**config.mk**
```make
export PLATFORM = sky130hd
export DESIGN_NAME = frr_f2i
export DESIGN_NICKNAME = d
export VERILOG_FILES = /design/src/design/flit_result_reassembler_macros.svh /design/src/design/frr_pkg.sv /design/src/design/frr_f2i.sv
export SDC_FILE = /design/constraint.sdc
export NUM_CORES = 1
export LEC_CHECK = 0
export ABC_AREA = 1
export ABC_CLOCK_PERIOD_IN_PS = 10300
export BUFFER_PORTS_ARGS = -buffer_cell sky130_fd_sc_hd__buf_2
export CORE_MARGIN = 3
export CORE_UTILIZATION = 40
export DETAILED_ROUTE_END_ITERATION = 6
export SYNTH_ARGS = -nofsm -noshare
export SYNTH_HDL_FRONTEND = slang
export SYNTH_SLANG_ARGS = --single-unit
export TNS_END_PERCENT = 5
```
**constraint.sdc**
```tcl
create_clock -name vclk -period 10.3
set_clock_uncertainty 0.05 [all_clocks]
set_input_delay 1.545 -clock vclk [all_inputs]
set_output_delay 1.545 -clock vclk [all_outputs]
set_load 0.005 [all_outputs]
```
**src/design/flit_result_reassembler_macros.svh**
```systemverilog
// Assertion helpers for the flit result reassembler.
// Both forms check on the rising clock edge and stay quiet while reset is high.
`ifndef FLIT_RESULT_REASSEMBLER_MACROS_SVH
`define FLIT_RESULT_REASSEMBLER_MACROS_SVH

`ifndef SYNTHESIS
// Same-cycle implication.
`define FRR_ASSERT(label, clk, rst, ante, cons) \
  label: assert property (@(posedge clk) disable iff (rst) (ante) |-> (cons)) \
    else $error("%m: assertion failed");
// Next-cycle implication.
`define FRR_ASSERT_NEXT(label, clk, rst, ante, cons) \
  label: assert property (@(posedge clk) disable iff (rst) (ante) |=> (cons)) \
    else $error("%m: assertion failed");
`else
`define FRR_ASSERT(label, clk, rst, ante, cons)
`define FRR_ASSERT_NEXT(label, clk, rst, ante, cons)
`endif

`endif

```
**src/design/frr_pkg.sv**
```systemverilog
`default_nettype none

package frr_pkg;

  // Output store geometry
  localparam int unsigned OUT_LEN = 1000;
  localparam int unsigned OUT_AW  = $clog2(OUT_LEN);

  // Payload store geometry
  localparam int unsigned PAY_DEPTH = 256;
  localparam int unsigned PAY_AW    = $clog2(PAY_DEPTH);
  localparam int unsigned WCNT_W    = PAY_AW + 1;

  // Beat field widths
  localparam int unsigned FLIT_W  = 34;
  localparam int unsigned WORD_W  = 32;
  localparam int unsigned RIDX_W  = 10;
  localparam int unsigned CHUNK_W = 8;

  // Configuration port
  localparam int unsigned CFG_IW = 3;
  localparam int unsigned CFG_DW = 8;

  typedef enum logic [CFG_IW-1:0] {
    CFG_EXPECTED = 3'd0,
    CFG_HEAD     = 3'd1,
    CFG_BODY     = 3'd2,
    CFG_TAIL     = 3'd3,
    CFG_RTYPE    = 3'd4
  } cfg_reg_t;

  // Input beat function codes
  localparam logic FUNC_FLIT = 1'b0;
  localparam logic FUNC_READ = 1'b1;

endpackage

`default_nettype wire

```
**src/design/frr_f2i.sv**
```systemverilog
`default_nettype none

module frr_f2i (
  input  logic [frr_pkg::WORD_W-1:0] fbits,
  output logic signed [31:0]         ival
);
  import frr_pkg::*;

  logic [7:0]  ex;
  logic [4:0]  sh_amt;
  logic [53:0] shifted;
  logic [30:0] mag;
  logic        neg;

  assign ex  = fbits[30:23];
  assign neg = fbits[31];

  // Align mantissa: value = {1,frac} * 2^(ex-127) / 2^23, truncated
  always_comb begin
    sh_amt  = 5'(ex - 8'd127);
    shifted = {30'd0, 1'b1, fbits[22:0]} << sh_amt;
    mag     = shifted[53:23];
  end

  // Handle NaN, infinity, saturation and sub-unity magnitudes
  always_comb begin
    if (ex == 8'hFF) begin
      if (fbits[22:0] != 23'd0) begin
        ival = 32'sd0;
      end else begin
        ival = neg ? 32'sh8000_0000 : 32'sh7FFF_FFFF;
      end
    end else if (ex < 8'd127) begin
      ival = 32'sd0;
    end else if (ex >= 8'd158) begin
      ival = neg ? 32'sh8000_0000 : 32'sh7FFF_FFFF;
    end else begin
      ival = neg ? -$signed({1'b0, mag}) : $signed({1'b0, mag});
    end
  end

endmodule

`default_nettype wire

```
==> metrics.yaml <==
fill_cells: 981
internal_power_mw: 0.08863
path_max_fanout: 31
post_drt_via_cell_ratio: 5.659
hold_path.class: "in -> out"
num-nets-final: 760
power.clock.fraction: 0
final-seq-area_um2: 0
grt_antenna_before_repair: 0
track_usage: 0.2436
critical_path_class: "in -> out"
fin_crit_sh: 0.7057
finalSetupViolCount: 0
antenna_violating_nets_post_route: 0
portBuffers: 64
synth_area_um2: 3415
power_per_standard_cell_area_nw_per_um2: 78.93
worst_slew_margin_rel: 0.2984
die_h_um: 98.39
worst_pin_slew_ns: 1.050
global_route.overflow_total: 0
critPathLaunchType: "primary input"
initial_utilization: 0.4135
post_dp_cell_area_um2: 3615
power_switching_mw: 0.1967
timing.critical_path.to_type: "output pin"
synth_fp_nets: 729
drt_first_iter_violations: 480
number_of_failing_hold_endpoints_at_the_final_stage: 0
cts_resized: 0
grt_first_pass_wirelength_um: 19890
finalWeightedCongestion: 0.9812
stdcell_area_um2: 3615
drcViolationCount: 0
grt_setup_unrepaired: "false"
outcome: "completed"
grt_max_degree: 46
first_global_vias: 4064
ys_seq_area_frac: 0
dieArea_um2: 9681
routed_wl_um: 12260
synth_warnings: 0
p_leak_nw: 2.142
comb_power_share: 1.000
synth_cell_types: 36
achievable-frequency_ghz: 0.1376
post-cts-setup-buffers: 0
avgRoutedWirePerCell_um: 14.83
dr_total_vias: 4680
seq_power_share: 0
core.rowCount: 33
core_um2: 8258
die_width_um: 98.39
power_switching_share: 0.6893
clk_buf: 0
post_layout_minimum_cycle_time_ns: 7.268
io_pins: 64
worst-endpoint-required_ns: 8.71
setup-tns-final_ns: 0
final_max_slew_viol_count: 0
post-dp-hpwl_um: 9906
share_of_layout_cells_above_drive_strength_1: 0.2008
syn-instance-count: 693
timing.max_cap.violations: 0
post_synth.cell_area_avg_um2: 4.927
worstPathArrival_ns: 5.67
firstDrtPassIters: 5
seq_cells: 0
holdBufCountCts: 0
n_antenna_cell: 0
layout_area_overhead_pct: 5.863
vdd_ir_drop_max_mv: 0.04169
==> per-layer routing <==
metal  up-vias  routed length [um]  global-route usage
met2       201                5626              0.4035
met3        10                 832             0.01929
met5         -                   0                   0
met4         0                  70             0.01786
met1      2131                5734              0.3585
li1       2338                   -                   -
==> placed cells by master, fill, tap and decap left out <==
cell type and n:
sky130_fd_sc_hd__xor2_1 1, sky130_fd_sc_hd__o21ai_4 1, sky130_fd_sc_hd__nor2_2 10, sky130_fd_sc_hd__nand3_2 15, sky130_fd_sc_hd__nor3_1 6, sky130_fd_sc_hd__nand2_4 2, sky130_fd_sc_hd__ha_1 4, sky130_fd_sc_hd__o21ai_2 1
sky130_fd_sc_hd__o21a_1 1, sky130_fd_sc_hd__and2_1 1, sky130_fd_sc_hd__nand3_1 156, sky130_fd_sc_hd__o31ai_1 1, sky130_fd_sc_hd__a21oi_1 12, sky130_fd_sc_hd__inv_4 1, sky130_fd_sc_hd__nor4_1 6, sky130_fd_sc_hd__inv_1 39
sky130_fd_sc_hd__nand2_1 264, sky130_fd_sc_hd__buf_4 1, sky130_fd_sc_hd__nand3b_1 1, sky130_fd_sc_hd__nor2_1 34, sky130_fd_sc_hd__o21ai_0 13, sky130_fd_sc_hd__a21oi_2 1, sky130_fd_sc_hd__inv_2 17, sky130_fd_sc_hd__o21ai_1 16
sky130_fd_sc_hd__buf_2 64, sky130_fd_sc_hd__xnor2_1 1, sky130_fd_sc_hd__o211ai_1 1, sky130_fd_sc_hd__nor2_8 1, sky130_fd_sc_hd__nand2_2 19, sky130_fd_sc_hd__nor2_4 12, sky130_fd_sc_hd__nand4_1 18, sky130_fd_sc_hd__clkinv_1 2
==> metrics by stage <==
step / hold slack [ns] / setup WS [ns] / std cells / utilization / power [mW]
after global routing: 3.576 / 2.522 / 827 / 0.4377 / 0.3175
after global placement: 3.489 / 3.193 / 827 / 0.4377 / 0.2786
final: 3.504 / 3.032 / 827 / 0.4377 / 0.2853
after CTS: 3.499 / 3.107 / 827 / 0.4377 / 0.2804
after detailed placement: 3.495 / 3.128 / 827 / 0.4377 / 0.2793
after floorplan: 3.246 / 4.759 / 693 / - / 0.2170
==> power groups by stage <==
stage / registers, mW / logic [mW] / clock network, mW
after detailed placement: 0 / 0.279 / 0
after global placement: 0 / 0.279 / 0
after floorplan: 0 / 0.217 / 0
final: 0 / 0.285 / 0
after global routing: 0 / 0.317 / 0
after CTS: 0 / 0.280 / 0
==> layout make-up <==
type	count	area [um2]	share of cell area
multi-input cells	598	2932	0.8110
well taps	105	131.4	0.03634
inverters	59	224.0	0.06196
repair buffers	65	327.8	0.09069
==> synth_stat cells, types with 2 or more instances <==
cell,instances,area (um2)
sky130_fd_sc_hd__nand2_1,264,991.0
sky130_fd_sc_hd__nand3_1,156,780.8
sky130_fd_sc_hd__inv_1,39,146.4
sky130_fd_sc_hd__nor2_1,34,127.6
sky130_fd_sc_hd__nand2_2,19,118.9
sky130_fd_sc_hd__nand4_1,18,112.6
sky130_fd_sc_hd__inv_2,17,63.81
sky130_fd_sc_hd__o21ai_1,16,80.08
sky130_fd_sc_hd__nand3_2,15,150.1
sky130_fd_sc_hd__o21ai_0,13,65.06
sky130_fd_sc_hd__a21oi_1,12,60.06
sky130_fd_sc_hd__nor2_4,12,135.1
sky130_fd_sc_hd__buf_6,10,112.6
sky130_fd_sc_hd__nor2_2,10,62.56
sky130_fd_sc_hd__clkbuf_1,9,33.78
sky130_fd_sc_hd__buf_2,8,40.04
sky130_fd_sc_hd__buf_4,6,45.04
sky130_fd_sc_hd__nor3_1,6,30.03
sky130_fd_sc_hd__nor4_1,6,37.54
sky130_fd_sc_hd__ha_1,4,50.05
sky130_fd_sc_hd__buf_1,2,7.510
sky130_fd_sc_hd__clkinv_1,2,7.510
sky130_fd_sc_hd__nand2_4,2,22.52
==> worst paths after layout <==
kind | start | endpoint | slack, ns | depth (start not counted)
max | fbits[23] | ival[16] | 3.03 | 22
min | fbits[30] | ival[31] | 3.50 | 6
==> cells by family (layout without fill, tap and decap cells) <==
kind of cell | count (synthesis) | after routing | share of synthesized area
AO/OA/AOI/OAI | 47 | 47 | 0.07659
XOR/XNOR | 2 | 2 | 0.005131
adder cells (fa/ha/maj) | 4 | 4 | 0.01466
buffers and inverters | 95 | 124 | 0.1414
AND/OR/NAND/NOR | 545 | 545 | 0.7622
==> worst max-delay path: stages <==
cell                      delay [ns]
sky130_fd_sc_hd__buf_2          0.43
sky130_fd_sc_hd__inv_2          0.31
sky130_fd_sc_hd__ha_1           0.91
sky130_fd_sc_hd__inv_2          0.38
sky130_fd_sc_hd__nand2_1        0.16
sky130_fd_sc_hd__nand2_1        0.09
sky130_fd_sc_hd__nand2_1        0.07
sky130_fd_sc_hd__nand2_1        0.12
sky130_fd_sc_hd__nand2_1        0.09
sky130_fd_sc_hd__nand2_2        0.09
sky130_fd_sc_hd__inv_1          0.07
sky130_fd_sc_hd__ha_1           0.17
sky130_fd_sc_hd__nand3_1        0.11
sky130_fd_sc_hd__nor2_2         0.18
sky130_fd_sc_hd__nand3_1        0.15
sky130_fd_sc_hd__nor2_1         0.20
sky130_fd_sc_hd__nand2_1        0.10
sky130_fd_sc_hd__nand3_1        0.08
sky130_fd_sc_hd__nand3_1        0.09
sky130_fd_sc_hd__nand2_1        0.08
sky130_fd_sc_hd__nand2_1        0.06
sky130_fd_sc_hd__buf_2          0.16
No activity file was read; power rests on OpenSTA's default activity.
